[src/sv/vrbr_pkg.sv]
// Shared types, constants and helper functions of the view range budget regulator.
`default_nettype none

package vrbr_pkg;

  localparam int unsigned DistW   = 16;
  localparam int unsigned TimeW   = 20;
  localparam int unsigned RateW   = 16;
  localparam int unsigned LimW    = 48;
  localparam int unsigned CoefW   = 14;
  localparam int unsigned MrW     = 30;
  localparam int unsigned QuotW   = 17;
  localparam int unsigned RemW    = 14;
  localparam int unsigned CntW    = 5;
  localparam int unsigned Regions = 3;

  localparam logic [CoefW-1:0] LoopUs    = CoefW'(16000);
  localparam logic [MrW-1:0]   RoundHalf = MrW'(8000);
  localparam logic [5:0]       GapBack   = 6'd16;
  localparam logic [5:0]       GapFront  = 6'd32;

  localparam logic [CntW-1:0] MulSteps  = CntW'(16);
  localparam logic [CntW-1:0] DivSteps  = CntW'(17);
  localparam logic [CntW-1:0] ContSteps = CntW'(4);

  typedef enum logic [2:0] {
    S_IDLE,
    S_COEF,
    S_MUL,
    S_PREP,
    S_DIV,
    S_WB,
    S_CONT,
    S_DONE
  } state_e;

  typedef enum logic [2:0] {
    REG_ENABLE    = 3'd0,
    REG_BUDGET    = 3'd1,
    REG_STEP_DOWN = 3'd2,
    REG_STEP_UP   = 3'd3,
    REG_MIN_BACK  = 3'd4,
    REG_MIN_FRONT = 3'd5,
    REG_MAX_BACK  = 3'd6,
    REG_MAX_FRONT = 3'd7
  } reg_idx_e;

  typedef struct packed {
    logic load;
    logic coef_step;
    logic mul_step;
    logic div_prep;
    logic div_step;
    logic wb;
  } ctrl_t;

  // One containment step: cap below the outer neighbor or raise above the
  // inner one, then clamp to the region limits (maximum wins when crossed).
  function automatic logic [DistW-1:0] contain_step(
    input logic [DistW-1:0] x,
    input logic [DistW-1:0] nbr,
    input logic [5:0]       gap,
    input logic             inward,
    input logic [DistW-1:0] lo,
    input logic [DistW-1:0] hi
  );
    logic [DistW-1:0] bound;
    logic [DistW:0]   wide;
    logic [DistW-1:0] y;
    wide = {1'b0, nbr} + {{(DistW-5){1'b0}}, gap};
    if (inward) begin
      bound = (nbr > {{(DistW-6){1'b0}}, gap}) ? nbr - {{(DistW-6){1'b0}}, gap} : '0;
      y = (x < bound) ? x : bound;
    end else begin
      bound = wide[DistW] ? {DistW{1'b1}} : wide[DistW-1:0];
      y = (x > bound) ? x : bound;
    end
    if (y < lo) y = lo;
    if (y > hi) y = hi;
    return y;
  endfunction

endpackage

`default_nettype wire

[src/sv/view_range_budget_regulator.sv]
// Top level of the view range budget regulator: registers, sequencer and containment.
//
// Each accepted request carries the near and far workload times of one frame.
// With regulation on, all six distances are scaled in parallel by bit-serial
// units: they form the clamped coefficient times the selected rate, multiply
// it by the distance, round, divide by the 16 ms loop time, write back and
// run the containment steps (one region per cycle for back and front
// together). A request holds the block from its acceptance until its result
// is loaded into the output register; with regulation off it goes straight
// to the done state. The result sits in an output register, so the block
// accepts the next request while the previous result still waits.
// Configuration goes through an APB-style port with 64-bit data; register i
// lies at byte address 8*i and writes are meant to happen only while the
// block is idle. After reset all distances are zero.
`default_nettype none

module view_range_budget_regulator (
  input  wire logic         clk_i,
  input  wire logic         rst_ni,
  input  wire logic         psel,
  input  wire logic         penable,
  input  wire logic         pwrite,
  input  wire logic [5:0]   paddr,
  input  wire logic [63:0]  pwdata,
  output logic [63:0]       prdata,
  output logic              pready,
  input  wire logic         in_valid_i,
  output logic              in_stall_o,
  input  wire logic [19:0]  near_time_us_i,
  input  wire logic [19:0]  far_time_us_i,
  output logic              out_valid_o,
  input  wire logic         out_stall_i,
  output logic [15:0]       region1_back_o,
  output logic [15:0]       region1_front_o,
  output logic [15:0]       region2_back_o,
  output logic [15:0]       region2_front_o,
  output logic [15:0]       region3_back_o,
  output logic [15:0]       region3_front_o,
  output logic              was_regulated_o
);

  localparam int unsigned DW = vrbr_pkg::DistW;

  // Configuration registers.
  logic                        enable_q;
  logic [vrbr_pkg::TimeW-1:0]  budget_q;
  logic [vrbr_pkg::RateW-1:0]  step_down_q, step_up_q;
  logic [vrbr_pkg::LimW-1:0]   min_back_q, min_front_q, max_back_q, max_front_q;
  logic                        cfg_write;
  vrbr_pkg::reg_idx_e          reg_idx;

  assign pready    = 1'b1;
  assign cfg_write = psel && penable && pwrite;
  assign reg_idx   = vrbr_pkg::reg_idx_e'(paddr[5:3]);

  always_ff @(posedge clk_i or negedge rst_ni) begin
    if (!rst_ni) begin
      enable_q    <= 1'b1;
      budget_q    <= vrbr_pkg::TimeW'(2000);
      step_down_q <= vrbr_pkg::RateW'(3277);
      step_up_q   <= vrbr_pkg::RateW'(3277);
      min_back_q  <= '0;
      min_front_q <= '0;
      max_back_q  <= '1;
      max_front_q <= '1;
    end else if (cfg_write) begin
      unique case (reg_idx)
        vrbr_pkg::REG_ENABLE:    enable_q    <= pwdata[0];
        vrbr_pkg::REG_BUDGET:    budget_q    <= pwdata[vrbr_pkg::TimeW-1:0];
        vrbr_pkg::REG_STEP_DOWN: step_down_q <= pwdata[vrbr_pkg::RateW-1:0];
        vrbr_pkg::REG_STEP_UP:   step_up_q   <= pwdata[vrbr_pkg::RateW-1:0];
        vrbr_pkg::REG_MIN_BACK:  min_back_q  <= pwdata[vrbr_pkg::LimW-1:0];
        vrbr_pkg::REG_MIN_FRONT: min_front_q <= pwdata[vrbr_pkg::LimW-1:0];
        vrbr_pkg::REG_MAX_BACK:  max_back_q  <= pwdata[vrbr_pkg::LimW-1:0];
        vrbr_pkg::REG_MAX_FRONT: max_front_q <= pwdata[vrbr_pkg::LimW-1:0];
      endcase
    end
  end

  always_comb begin
    prdata = '0;
    unique case (reg_idx)
      vrbr_pkg::REG_ENABLE:    prdata = {63'b0, enable_q};
      vrbr_pkg::REG_BUDGET:    prdata = {44'b0, budget_q};
      vrbr_pkg::REG_STEP_DOWN: prdata = {48'b0, step_down_q};
      vrbr_pkg::REG_STEP_UP:   prdata = {48'b0, step_up_q};
      vrbr_pkg::REG_MIN_BACK:  prdata = {16'b0, min_back_q};
      vrbr_pkg::REG_MIN_FRONT: prdata = {16'b0, min_front_q};
      vrbr_pkg::REG_MAX_BACK:  prdata = {16'b0, max_back_q};
      vrbr_pkg::REG_MAX_FRONT: prdata = {16'b0, max_front_q};
    endcase
  end

  // Sequencer.
  vrbr_pkg::state_e           state_q, state_d;
  logic [vrbr_pkg::CntW-1:0]  cnt_q, cnt_d;
  vrbr_pkg::ctrl_t            ctrl;
  logic                       in_acc, out_load;
  logic                       regulated_q;
  logic [2:0][DW-1:0]         back_q, back_d, front_q, front_d;
  logic [2:0][DW-1:0]         back_res, front_res;

  assign in_stall_o = state_q != vrbr_pkg::S_IDLE;
  assign in_acc     = in_valid_i && !in_stall_o;

  always_ff @(posedge clk_i or negedge rst_ni) begin
    if (!rst_ni) begin
      state_q <= vrbr_pkg::S_IDLE;
      cnt_q   <= '0;
    end else begin
      state_q <= state_d;
      cnt_q   <= cnt_d;
    end
  end

  always_comb begin
    state_d  = state_q;
    cnt_d    = cnt_q + 1'b1;
    ctrl     = '0;
    out_load = 1'b0;
    unique case (state_q)
      vrbr_pkg::S_IDLE: begin
        cnt_d = '0;
        if (in_acc) begin
          ctrl.load = 1'b1;
          state_d   = enable_q ? vrbr_pkg::S_COEF : vrbr_pkg::S_DONE;
        end
      end
      vrbr_pkg::S_COEF: begin
        ctrl.coef_step = 1'b1;
        if (cnt_q == vrbr_pkg::MulSteps - 1'b1) begin
          cnt_d   = '0;
          state_d = vrbr_pkg::S_MUL;
        end
      end
      vrbr_pkg::S_MUL: begin
        ctrl.mul_step = 1'b1;
        if (cnt_q == vrbr_pkg::MulSteps - 1'b1) begin
          state_d = vrbr_pkg::S_PREP;
        end
      end
      vrbr_pkg::S_PREP: begin
        ctrl.div_prep = 1'b1;
        cnt_d         = '0;
        state_d       = vrbr_pkg::S_DIV;
      end
      vrbr_pkg::S_DIV: begin
        ctrl.div_step = 1'b1;
        if (cnt_q == vrbr_pkg::DivSteps - 1'b1) begin
          state_d = vrbr_pkg::S_WB;
        end
      end
      vrbr_pkg::S_WB: begin
        ctrl.wb = 1'b1;
        cnt_d   = '0;
        state_d = vrbr_pkg::S_CONT;
      end
      vrbr_pkg::S_CONT: begin
        if (cnt_q == vrbr_pkg::ContSteps - 1'b1) begin
          state_d = vrbr_pkg::S_DONE;
        end
      end
      vrbr_pkg::S_DONE: begin
        // The result waits here until the output register is free.
        if (!out_valid_o || !out_stall_i) begin
          out_load = 1'b1;
          state_d  = vrbr_pkg::S_IDLE;
        end
      end
      default: state_d = vrbr_pkg::S_IDLE;
    endcase
  end

  // Coefficient units: the near time drives regions one and two, the far
  // time drives region three.
  logic                       over_near, over_far;
  logic [vrbr_pkg::MrW-1:0]   mr_near, mr_far;

  vrbr_coef u_coef_near (
    .clk_i       (clk_i),
    .ctrl_i      (ctrl),
    .budget_i    (budget_q),
    .measured_i  (near_time_us_i),
    .rate_down_i (step_down_q),
    .rate_up_i   (step_up_q),
    .over_o      (over_near),
    .mr_o        (mr_near)
  );

  vrbr_coef u_coef_far (
    .clk_i       (clk_i),
    .ctrl_i      (ctrl),
    .budget_i    (budget_q),
    .measured_i  (far_time_us_i),
    .rate_down_i (step_down_q),
    .rate_up_i   (step_up_q),
    .over_o      (over_far),
    .mr_o        (mr_far)
  );

  for (genvar g = 0; g < vrbr_pkg::Regions; g++) begin : g_lane
    logic                     over;
    logic [vrbr_pkg::MrW-1:0] mr;
    if (g < 2) begin : g_near
      assign over = over_near;
      assign mr   = mr_near;
    end else begin : g_far
      assign over = over_far;
      assign mr   = mr_far;
    end

    vrbr_scale u_back (
      .clk_i  (clk_i),
      .rst_ni (rst_ni),
      .ctrl_i (ctrl),
      .dist_i (back_q[g]),
      .over_i (over),
      .mr_i   (mr),
      .res_o  (back_res[g])
    );

    vrbr_scale u_front (
      .clk_i  (clk_i),
      .rst_ni (rst_ni),
      .ctrl_i (ctrl),
      .dist_i (front_q[g]),
      .over_i (over),
      .mr_i   (mr),
      .res_o  (front_res[g])
    );
  end

  // Containment: steps zero and one go from the outside in (regions two then
  // one), steps two and three from the inside out (regions two then three).
  always_comb begin
    back_d  = back_q;
    front_d = front_q;
    if (ctrl.wb) begin
      back_d  = back_res;
      front_d = front_res;
    end else if (state_q == vrbr_pkg::S_CONT) begin
      case (cnt_q[1:0])
        2'd0: begin
          back_d[1]  = vrbr_pkg::contain_step(back_q[1], back_q[2], vrbr_pkg::GapBack,
                         1'b1, min_back_q[DW +: DW], max_back_q[DW +: DW]);
          front_d[1] = vrbr_pkg::contain_step(front_q[1], front_q[2], vrbr_pkg::GapFront,
                         1'b1, min_front_q[DW +: DW], max_front_q[DW +: DW]);
        end
        2'd1: begin
          back_d[0]  = vrbr_pkg::contain_step(back_q[0], back_q[1], vrbr_pkg::GapBack,
                         1'b1, min_back_q[0 +: DW], max_back_q[0 +: DW]);
          front_d[0] = vrbr_pkg::contain_step(front_q[0], front_q[1], vrbr_pkg::GapFront,
                         1'b1, min_front_q[0 +: DW], max_front_q[0 +: DW]);
        end
        2'd2: begin
          back_d[1]  = vrbr_pkg::contain_step(back_q[1], back_q[0], vrbr_pkg::GapBack,
                         1'b0, min_back_q[DW +: DW], max_back_q[DW +: DW]);
          front_d[1] = vrbr_pkg::contain_step(front_q[1], front_q[0], vrbr_pkg::GapFront,
                         1'b0, min_front_q[DW +: DW], max_front_q[DW +: DW]);
        end
        default: begin
          back_d[2]  = vrbr_pkg::contain_step(back_q[2], back_q[1], vrbr_pkg::GapBack,
                         1'b0, min_back_q[2*DW +: DW], max_back_q[2*DW +: DW]);
          front_d[2] = vrbr_pkg::contain_step(front_q[2], front_q[1], vrbr_pkg::GapFront,
                         1'b0, min_front_q[2*DW +: DW], max_front_q[2*DW +: DW]);
        end
      endcase
    end
  end

  // Stored distances start at the reset minimum limits, which are zero.
  always_ff @(posedge clk_i or negedge rst_ni) begin
    if (!rst_ni) begin
      back_q      <= '0;
      front_q     <= '0;
      regulated_q <= 1'b0;
    end else begin
      back_q  <= back_d;
      front_q <= front_d;
      if (in_acc) begin
        regulated_q <= enable_q;
      end
    end
  end

  // Output register.
  logic out_valid_q;

  always_ff @(posedge clk_i or negedge rst_ni) begin
    if (!rst_ni) begin
      out_valid_q <= 1'b0;
    end else if (out_load) begin
      out_valid_q <= 1'b1;
    end else if (!out_stall_i) begin
      out_valid_q <= 1'b0;
    end
  end

  always_ff @(posedge clk_i) begin
    if (out_load) begin
      region1_back_o  <= back_q[0];
      region1_front_o <= front_q[0];
      region2_back_o  <= back_q[1];
      region2_front_o <= front_q[1];
      region3_back_o  <= back_q[2];
      region3_front_o <= front_q[2];
      was_regulated_o <= regulated_q;
    end
  end

  assign out_valid_o = out_valid_q;

  a_held_when_disabled: assert property (@(posedge clk_i) disable iff (!rst_ni)
    (in_acc && !enable_q) |=> ($stable(back_q) && $stable(front_q)))
    else $error("distances changed on a held request");

  a_accept_path: assert property (@(posedge clk_i) disable iff (!rst_ni)
    in_acc |=> (state_q == vrbr_pkg::S_COEF || state_q == vrbr_pkg::S_DONE))
    else $error("accepted request did not start regulation or finish");

  a_result_from_done: assert property (@(posedge clk_i) disable iff (!rst_ni)
    (out_valid_q && !$past(out_valid_q)) |-> $past(state_q) == vrbr_pkg::S_DONE)
    else $error("result appeared outside the done state");

endmodule

`default_nettype wire

[src/sv/vrbr_coef.sv]
// Budget error, clamped coefficient and serial coefficient-times-rate product.
`default_nettype none

module vrbr_coef (
  input  wire logic                        clk_i,
  input  wire vrbr_pkg::ctrl_t             ctrl_i,
  input  wire logic [vrbr_pkg::TimeW-1:0]  budget_i,
  input  wire logic [vrbr_pkg::TimeW-1:0]  measured_i,
  input  wire logic [vrbr_pkg::RateW-1:0]  rate_down_i,
  input  wire logic [vrbr_pkg::RateW-1:0]  rate_up_i,
  output logic                             over_o,
  output logic [vrbr_pkg::MrW-1:0]         mr_o
);

  logic                          over_d, over_q;
  logic [vrbr_pkg::TimeW-1:0]    err_abs;
  logic [vrbr_pkg::CoefW-1:0]    m_d, m_q;
  logic [vrbr_pkg::RateW-1:0]    r_d, r_q;
  logic [vrbr_pkg::MrW-1:0]      acc_d, acc_q;

  always_comb begin
    over_d  = measured_i > budget_i;
    err_abs = over_d ? measured_i - budget_i : budget_i - measured_i;
    m_d     = (err_abs > {{(vrbr_pkg::TimeW-vrbr_pkg::CoefW){1'b0}}, vrbr_pkg::LoopUs})
              ? vrbr_pkg::LoopUs : err_abs[vrbr_pkg::CoefW-1:0];
    r_d     = over_d ? rate_down_i : rate_up_i;
    acc_d   = {acc_q[vrbr_pkg::MrW-2:0], 1'b0}
              + (r_q[vrbr_pkg::RateW-1]
                 ? {{(vrbr_pkg::MrW-vrbr_pkg::CoefW){1'b0}}, m_q} : '0);
  end

  // Rate bits are taken most significant first, one per cycle.
  always_ff @(posedge clk_i) begin
    if (ctrl_i.load) begin
      over_q <= over_d;
      m_q    <= m_d;
      r_q    <= r_d;
      acc_q  <= '0;
    end else if (ctrl_i.coef_step) begin
      r_q   <= {r_q[vrbr_pkg::RateW-2:0], 1'b0};
      acc_q <= acc_d;
    end
  end

  assign over_o = over_q;
  assign mr_o   = acc_q;

endmodule

`default_nettype wire

[src/sv/vrbr_scale.sv]
// Serial distance multiply, rounding and divide by the loop time for one distance.
`default_nettype none

module vrbr_scale (
  input  wire logic                        clk_i,
  input  wire logic                        rst_ni,
  input  wire vrbr_pkg::ctrl_t             ctrl_i,
  input  wire logic [vrbr_pkg::DistW-1:0]  dist_i,
  input  wire logic                        over_i,
  input  wire logic [vrbr_pkg::MrW-1:0]    mr_i,
  output logic [vrbr_pkg::DistW-1:0]       res_o
);

  logic [vrbr_pkg::DistW-1:0] d_q, ds_q;
  logic [vrbr_pkg::MrW-1:0]   acc_q;
  logic [vrbr_pkg::MrW:0]     mul_sum;
  logic [vrbr_pkg::MrW-1:0]   rounded;
  logic [vrbr_pkg::RemW-1:0]  rem_q;
  logic [vrbr_pkg::RemW:0]    trial;
  logic                       fits;
  logic [vrbr_pkg::QuotW-1:0] dl_q;
  logic [vrbr_pkg::QuotW:0]   up_sum;

  always_comb begin
    // Shift-right accumulation keeps only the product divided by 2^16.
    mul_sum = {1'b0, acc_q} + (ds_q[0] ? {1'b0, mr_i} : '0);
    rounded = acc_q + vrbr_pkg::RoundHalf;
    trial   = {rem_q, dl_q[vrbr_pkg::QuotW-1]};
    fits    = trial >= {1'b0, vrbr_pkg::LoopUs};
    up_sum  = {2'b0, d_q} + {1'b0, dl_q};
    if (over_i) begin
      res_o = d_q - dl_q[vrbr_pkg::DistW-1:0];
    end else if (up_sum > {2'b0, {vrbr_pkg::DistW{1'b1}}}) begin
      res_o = {vrbr_pkg::DistW{1'b1}};
    end else begin
      res_o = up_sum[vrbr_pkg::DistW-1:0];
    end
  end

  // The low dividend bits and the quotient share one shift register.
  always_ff @(posedge clk_i) begin
    if (ctrl_i.load) begin
      d_q   <= dist_i;
      ds_q  <= dist_i;
      acc_q <= '0;
    end else if (ctrl_i.mul_step) begin
      ds_q  <= {1'b0, ds_q[vrbr_pkg::DistW-1:1]};
      acc_q <= mul_sum[vrbr_pkg::MrW:1];
    end else if (ctrl_i.div_prep) begin
      rem_q <= {1'b0, rounded[vrbr_pkg::MrW-1:vrbr_pkg::QuotW]};
      dl_q  <= rounded[vrbr_pkg::QuotW-1:0];
    end else if (ctrl_i.div_step) begin
      rem_q <= fits ? vrbr_pkg::RemW'(trial - {1'b0, vrbr_pkg::LoopUs})
                    : trial[vrbr_pkg::RemW-1:0];
      dl_q  <= {dl_q[vrbr_pkg::QuotW-2:0], fits};
    end
  end

  a_rem_below_divisor: assert property (@(posedge clk_i) disable iff (!rst_ni)
    ctrl_i.div_step |-> rem_q < vrbr_pkg::LoopUs)
    else $error("divider remainder reached the divisor");

  a_shrink_within_dist: assert property (@(posedge clk_i) disable iff (!rst_ni)
    (ctrl_i.wb && over_i) |-> dl_q <= {1'b0, d_q})
    else $error("shrink step larger than the distance");

endmodule

`default_nettype wire
[config.mk]
export PLATFORM = sky130hd
export DESIGN_NAME = view_range_budget_regulator
export DESIGN_NICKNAME = d
export VERILOG_FILES = /design/src/sv/vrbr_pkg.sv /design/src/sv/view_range_budget_regulator.sv /design/src/sv/vrbr_coef.sv /design/src/sv/vrbr_scale.sv
export SDC_FILE = /design/constraint.sdc
export NUM_CORES = 2
export LEC_CHECK = 0
export ABC_CLOCK_PERIOD_IN_PS = 11670
export BUFFER_PORTS_ARGS = -buffer_cell sky130_fd_sc_hd__buf_2
export CAP_MARGIN = 0
export CORE_MARGIN = 5
export CORE_UTILIZATION = 58
export CTS_CLUSTER_SIZE = 8
export DETAILED_ROUTE_END_ITERATION = 10
export PLACE_DENSITY = 0.84
export SLEW_MARGIN = 20
export SYNTH_ARGS = -nofsm -noshare
export SYNTH_HDL_FRONTEND = slang
export SYNTH_SLANG_ARGS = --single-unit
[constraint.sdc]
create_clock -name clk_i -period 11.67 [get_ports clk_i]
set_input_delay 1.7505 -clock clk_i [delete_from_list [all_inputs] [get_ports clk_i]]
set_output_delay 1.7505 -clock clk_i [all_outputs]
set_load 0.005 [all_outputs]
[Word level (Yosys, flattened, before mapping)]
Cells that the tools add are included.
Cells by class
  bitwise logic cells: 2
  muxes and demuxes: 182
  eq/ne operators: 27
  magnitude comparators: 44
  reductions and logical operators: 32
  add/subtract/negate cells: 45
Operator list (number)
  $mux W16: 114
  $pmux W64 S8: 1
  $mux W17: 12
  $mux W14: 14
  $gt A16 B16 Y1: 12
  $lt A16 B16 Y1: 12
  $mux W48: 4
  $add A30 B31 Y31: 6
  $add A30 B13 Y30 const B: 6
  $mux W30: 6
  $add A16 B17 Y18: 6
  $gt A18 B16 Y1 const B: 6
  $sub A16 B16 Y16: 6
  $ge A15 B14 Y1 const B: 6
  $sub A14 B14 Y14 const B: 6
  $sub A20 B20 Y20: 4
  $mux W13: 6
  $pmux W16 S2: 2
  $add A30 B30 Y30: 2
  $gt A20 B14 Y1 const B: 2
  $gt A20 B20 Y1: 2
  $mux W20: 2
  $add A16 B5 Y17 const B: 2
  $add A16 B6 Y17 const B: 2
  other kinds (32): 91
Word-level totals
  input port bits: 117
  output and inout bits: 164
  register bits after elaboration: 1128

[Depth between registers and ports, before layout]
  depth after elaboration: 17
  gate-level depth with buffers: 42

[Modules after synthesis]
From an unflattened synthesis, not the netlist that was laid out.
Second synthesis, totals
  cell total of the unflattened synthesis: 10114
  area, all modules: 89056.7 um2
By module, submodules not included
  view_range_budget_regulator: cells an instance 3741, area an instance 33638.5 um2, times used 1
  vrbr_scale at g_lane[0].u_back ...: cells an instance 824, area an instance 7303.3 um2, times used 3
  vrbr_coef: cells an instance 704, area an instance 5734.2 um2, times used 2
  vrbr_scale at g_lane[2].u_back: cells an instance 837, area an instance 7394.6 um2, times used 1
  vrbr_scale at g_lane[2].u_front: cells an instance 824, area an instance 7339.5 um2, times used 1
  vrbr_scale at g_lane[1].u_front: cells an instance 832, area an instance 7305.8 um2, times used 1

[Worst setup path before layout]
Ideal clock, no wire load.
  kind: input port to flip-flop
  start point: in in_valid_i
  end point: reg g_lane[0].u_back.dl_q[0] (netlist name) (enable)
  path buffers: 1
  data required time: 10936 ps
  path slack: -1170 ps
  library setup time: 734 ps
  arrival: 12105 ps
  stages on the path: 7
  cells stage by stage: inv_1 > or2_2 > clkinv_1 > nor2_1 > clkbuf_1 > inv_1 > nor2_1
On the way
  word-level cells in the longest chain between the ends: 5
Ends and longest elaborated chain
  start: declaration: line view_range_budget_regulator.sv:27  | input wire logic in_valid_i,
  $logic_and A1 B1 Y1: line view_range_budget_regulator.sv:104  | assign in_acc = in_valid_i && !in_stall_o;
  $mux W1: line view_range_budget_regulator.sv:124  | if (in_acc) begin
  $mux W1: line view_range_budget_regulator.sv:121  | unique case (state_q)
  $not A1 Y1 (no source line)
  $reduce_and A3 Y1 (no source line)
  end signal: assignment: line vrbr_scale.sv:51  | dl_q <= rounded[vrbr_pkg::QuotW-1:0];
  end signal: assignment: line vrbr_scale.sv:55  | dl_q <= {dl_q[vrbr_pkg::QuotW-2:0], fits};
  end: declaration: line vrbr_scale.sv:21  | logic [vrbr_pkg::QuotW-1:0] dl_q;
No other way between the ends.
A chain may end at the register's enable or synchronous reset.

[Worst setup path in the final report]
  start point: reg back_q[26] (netlist name)
  end point: reg back_q[5] (netlist name)
On the way
  word-level cells in the longest chain between the ends: 17
  elaborated cells between the ends (all ways): 18
  those cells by class: add/sub (1); order compare (4); mux (13)
Ends and longest elaborated chain
  start: declaration: line view_range_budget_regulator.sv:100  | logic [2:0][DW-1:0] back_q, back_d, front_q, front_d;
  start signal: assignment: line view_range_budget_regulator.sv:278  | back_q <= back_d;
  $sub A16 B5 Y16 or $gt A16 B5 Y1 (tied branches): line vrbr_pkg.sv:72  | bound = (nbr > {{(DistW-6){1'b0}}, gap}) ? nbr - {{(DistW-6){1'b0}}, gap} : '0;
  $mux W16 (*): line vrbr_pkg.sv:72
  $lt A16 B16 Y1: line vrbr_pkg.sv:73  | y = (x < bound) ? x : bound;
  $mux W16 (*): line vrbr_pkg.sv:73
  $mux W16 (*): line view_range_budget_regulator.sv:242  | case (cnt_q[1:0])
  $mux W16 (*): line view_range_budget_regulator.sv:241  | end else if (state_q == vrbr_pkg::S_CONT) begin
  $mux W16 (*): line view_range_budget_regulator.sv:238  | if (ctrl.wb) begin
  $lt A16 B16 Y1: line vrbr_pkg.sv:78  | if (y < lo) y = lo;
  $mux W16 (*): line vrbr_pkg.sv:78
  $mux W16 (*): line view_range_budget_regulator.sv:242
  $mux W16 (*): line view_range_budget_regulator.sv:241
  $mux W16 (*): line view_range_budget_regulator.sv:238
  $gt A16 B16 Y1: line vrbr_pkg.sv:79  | if (y > hi) y = hi;
  $mux W16 (*): line vrbr_pkg.sv:79
  $mux W16 (*): line view_range_budget_regulator.sv:242
  $mux W48 (*): line view_range_budget_regulator.sv:241
  $mux W48 (*): line view_range_budget_regulator.sv:238
Every way passes the cells marked *; elsewhere a longest branch is shown, timed or not. The select of a mux whose other input is x is not followed.

==> impl_results.md <==
* Vias in the first global route at 73500
* Clock latency on the worst-skew pair at 0.82 ns
* CTS Sinks at 1128
* Placement Rows at 140
* First-pass GRT wire length at 434000 um
* Final worst slack at 1.40 ns
* Mean Syn Cell Area at 8.67 um2
* Net switching power at 0.0157 W
* Final std cells w/o fill at 12000
* Root Driver: clkbuf_16
* Number of H-tree levels at 4
* Post-Synth Simple-Gate Area at 17.5%
* Max IR drop VDD at 238 uV
* Crit Path Max Fanout at 20
* Antenna violation net count after detailed routing at 0
* Number of DRC markers in iteration 0 at 8764
* PortBufs at 244
* Xor-xnor portion of the synthesized cell area at 5.05%
* Pin count of the biggest net entering global routing at 150
* Worst relative slew slack at 21.1%
* Max cap viols at 0
* CTS buffer count at 161
* Outcome: complete, no violations
* Initial Utilization at 58.4%
* Final WL at 288000 um
* Drc violations at 0
* Ys async rst share at 31.1%
* Finished Core Util at 63.6%
* Largest cells by area after synthesis: edfxtp_1, ha_1, dfrtp_1, nand2_1, dfxtp_1
* Fin crit period at 10.27 ns
* Die extent in y at 393 um
* Die area at 155000 um2
* Worst Path Arrival at 10.93 ns
* Initial antenna violation count at 8
* CP required at 12.32 ns
* Reg2reg path depth at 29
* Post-Synth Adder-Cell Area at 13.3%
* Reg2reg start: back_q[26]$_DFFE_PN0P_
* P&R area growth vs syn at 8.90%
* Post-synthesis mux area share at 4.10%
* Drt wl/cell at 24.1 um
* Most frequent cells after synthesis: nand2_1, ha_1, o21ai_0, a21oi_1, nor2_1
* CP max-delay cell: or4_1
* Yosys top cell by area: edfxtp_1
* Power per cell area at 343 nW/um2
* Clk buf depth at 3
* Drt first pass iters at 7
* Share of cells above drive strength 1 at 9.10%
* GRT Total Usage at 35.6%
* Startpoint Class: flop
* Pre-CTS setup slack at 1.60 ns
* Leakage at 39.9 nW
* Chip width at 393 um
* Compound-Gate Fraction of Synth Area at 20.1%
* Nets@finish at 10900
* Internal Power at 0.0162 W
* Hold slack at 0.477 ns
* Cell variety after synth at 108
* Tcrit/Tclk final at 88.0%
* Congestion Overflow GR at 0
* Detailed Place HPWL at 217000 um
* Dpl cells at 11700
* Slew Limit Fails at 0
* Vias at 77400
* Crit Path Category: reg2reg
* Postcts setup bufs at 0
* CP Capture Point: back_q[5]$_DFFE_PN0P_
* R2R Path End: back_q[5]$_DFFE_PN0P_
* Post-cts resize count at 0
* Setup slack, reg-to-reg at 1.40 ns
* Part of the power in registers at 25.5%
* Slowest Stage Delay on Critical Path at 0.97 ns
* Cells after Synth at 9833
* Clock power frac at 14.2%
* Achievable clock frequency at 0.0973 GHz
* CP endpoint kind: flop
* Largest family of logic cells by synthesized area: compound AO/OA/AOI/OAI gates
* GPL Wtd Cong at 1.04
* Area fraction of the dominant cell type after synthesis at 18.9%
* Worst Skew at 0.0300 ns
* Hold Buf Count CTS at 0
* Io pins at 281
* CORE AREA at 146000 um2
* Primary FF master, synth: edfxtp_1
* Yosys warnings at 0
* Critical path startpoint: back_q[26]$_DFFE_PN0P_
* Synth Register Bits at 1128
* # setup viols final at 0
* Vias per inst at 6.47
* Unrepaired setup endpoints after global routing: false
* Seq/Total Area, Yosys at 35.0%
* Min-delay worst type: reg2reg
* Clock tree from TritonCTS: built
* Power Total at 0.0319 W
* Worst-margin pin slew at 1.18 ns
* Synthesized area at 85300 um2
* Final Hold Viols at 0
* Worst-path clk slew at 0.06 ns
* Logic gate share of total power at 60.3%
* Switching part of the total power at 49.2%
* Post-synth EDFFs at 537
* Most common cell in the synthesized netlist: nand2_1
cell type report:
cell class,count,area [um2]
fillers,12100,53100
multi-input cells,7649,51400
flip-flops and latches,1128,29900
clock buffers,285,4560
well taps,1917,2400
inverters,611,2320
repair buffers,349,2030
clock inverters,16,259
diodes,8,20.0
critical path, delay by kind of cell (launching register included):
kind	cells	cell delay (ns)
fa+ha+maj	3	0.95
simple gates	8	3.66
buf+inv	2	0.37
flops	1	0.65
mux	1	0.31
compound gates	15	4.16
placed cells by master (no fill, tap or decap), types with 162 or more instances in the layout:
cell type / count
a21o_1: 202
a21oi_1: 695
and2_1: 224
buf_2: 243
clkbuf_16: 162
dfrtp_1: 234
dfxtp_1: 240
edfxtp_1: 537
ha_1: 869
inv_1: 603
mux2i_1: 167
nand2_1: 1320
nand3_1: 209
nor2_1: 605
nor3_1: 186
o21ai_0: 856
xnor2_1: 318
xor2_1: 174
logic make-up (layout without fill, tap and decap cells):
group                      count (synthesis)  in the layout
DFF                                     1128           1128
AOI/OAI and AO/OA                       2730           2730
buffers and inverters                   1071           1261
muxes                                    322            322
xor gates and xnor gates                 492            492
and+or+nand+nor                         3195           3195
other                                      2             25
adders and majority gates                893            893
sequential cells by signal, indices dropped and copies added, names as in the netlist, 51 cells and up:
register,flops
g_lane.u_back.acc_q,90
g_lane.u_back.dl_q,51
g_lane.u_front.acc_q,90
g_lane.u_front.dl_q,51
stage by stage:
stage          cell area [um2]  TNS [ns]
2_1_floorplan            85400   -134.18
3_3_place_gp             88000         0
3_5_place_dp             88000         0
4_1_cts                  92800         0
5_1_grt                  92800         0
6_report                 92900         0
power groups by stage:
stage	clock network, W	logic, W	registers, W
floorplan	0	0.0136	0.00729
global placement	0	0.0181	0.00803
detailed placement	0	0.0186	0.00810
CTS	0.00456	0.0187	0.00804
global route	0.00475	0.0210	0.00821
finish	0.00454	0.0192	0.00811
per-layer routing:
layer	global-route usage (%)	vias up	routed length [um]
li1	-	35600	-
met1	46.3	36600	112000
met2	55.6	4278	127000
met3	6.57	913	28700
met4	21.5	4	20800
met5	0	-	34
worst min-delay path by stage:
stage	start	endpoint	depth (start not counted)
after global routing	g_lane[1].u_back.acc_q[5]$_SDFFE_PP0P_	g_lane[1].u_back.acc_q[5]$_SDFFE_PP0P_	2
after CTS	g_lane[2].u_front.acc_q[2]$_SDFFE_PP0P_	g_lane[2].u_front.acc_q[2]$_SDFFE_PP0P_	2
after floorplan	regulated_q$_DFFE_PN0P_	was_regulated_o$_DFFE_PP_	0
final	g_lane[2].u_front.acc_q[2]$_SDFFE_PP0P_	g_lane[2].u_front.acc_q[2]$_SDFFE_PP0P_	2
after global placement	g_lane[1].u_front.acc_q[1]$_SDFFE_PP0P_	g_lane[1].u_front.acc_q[1]$_SDFFE_PP0P_	2
after detailed placement	g_lane[1].u_front.acc_q[1]$_SDFFE_PP0P_	g_lane[1].u_front.acc_q[1]$_SDFFE_PP0P_	2
Power figures use the tool's default switching activity.
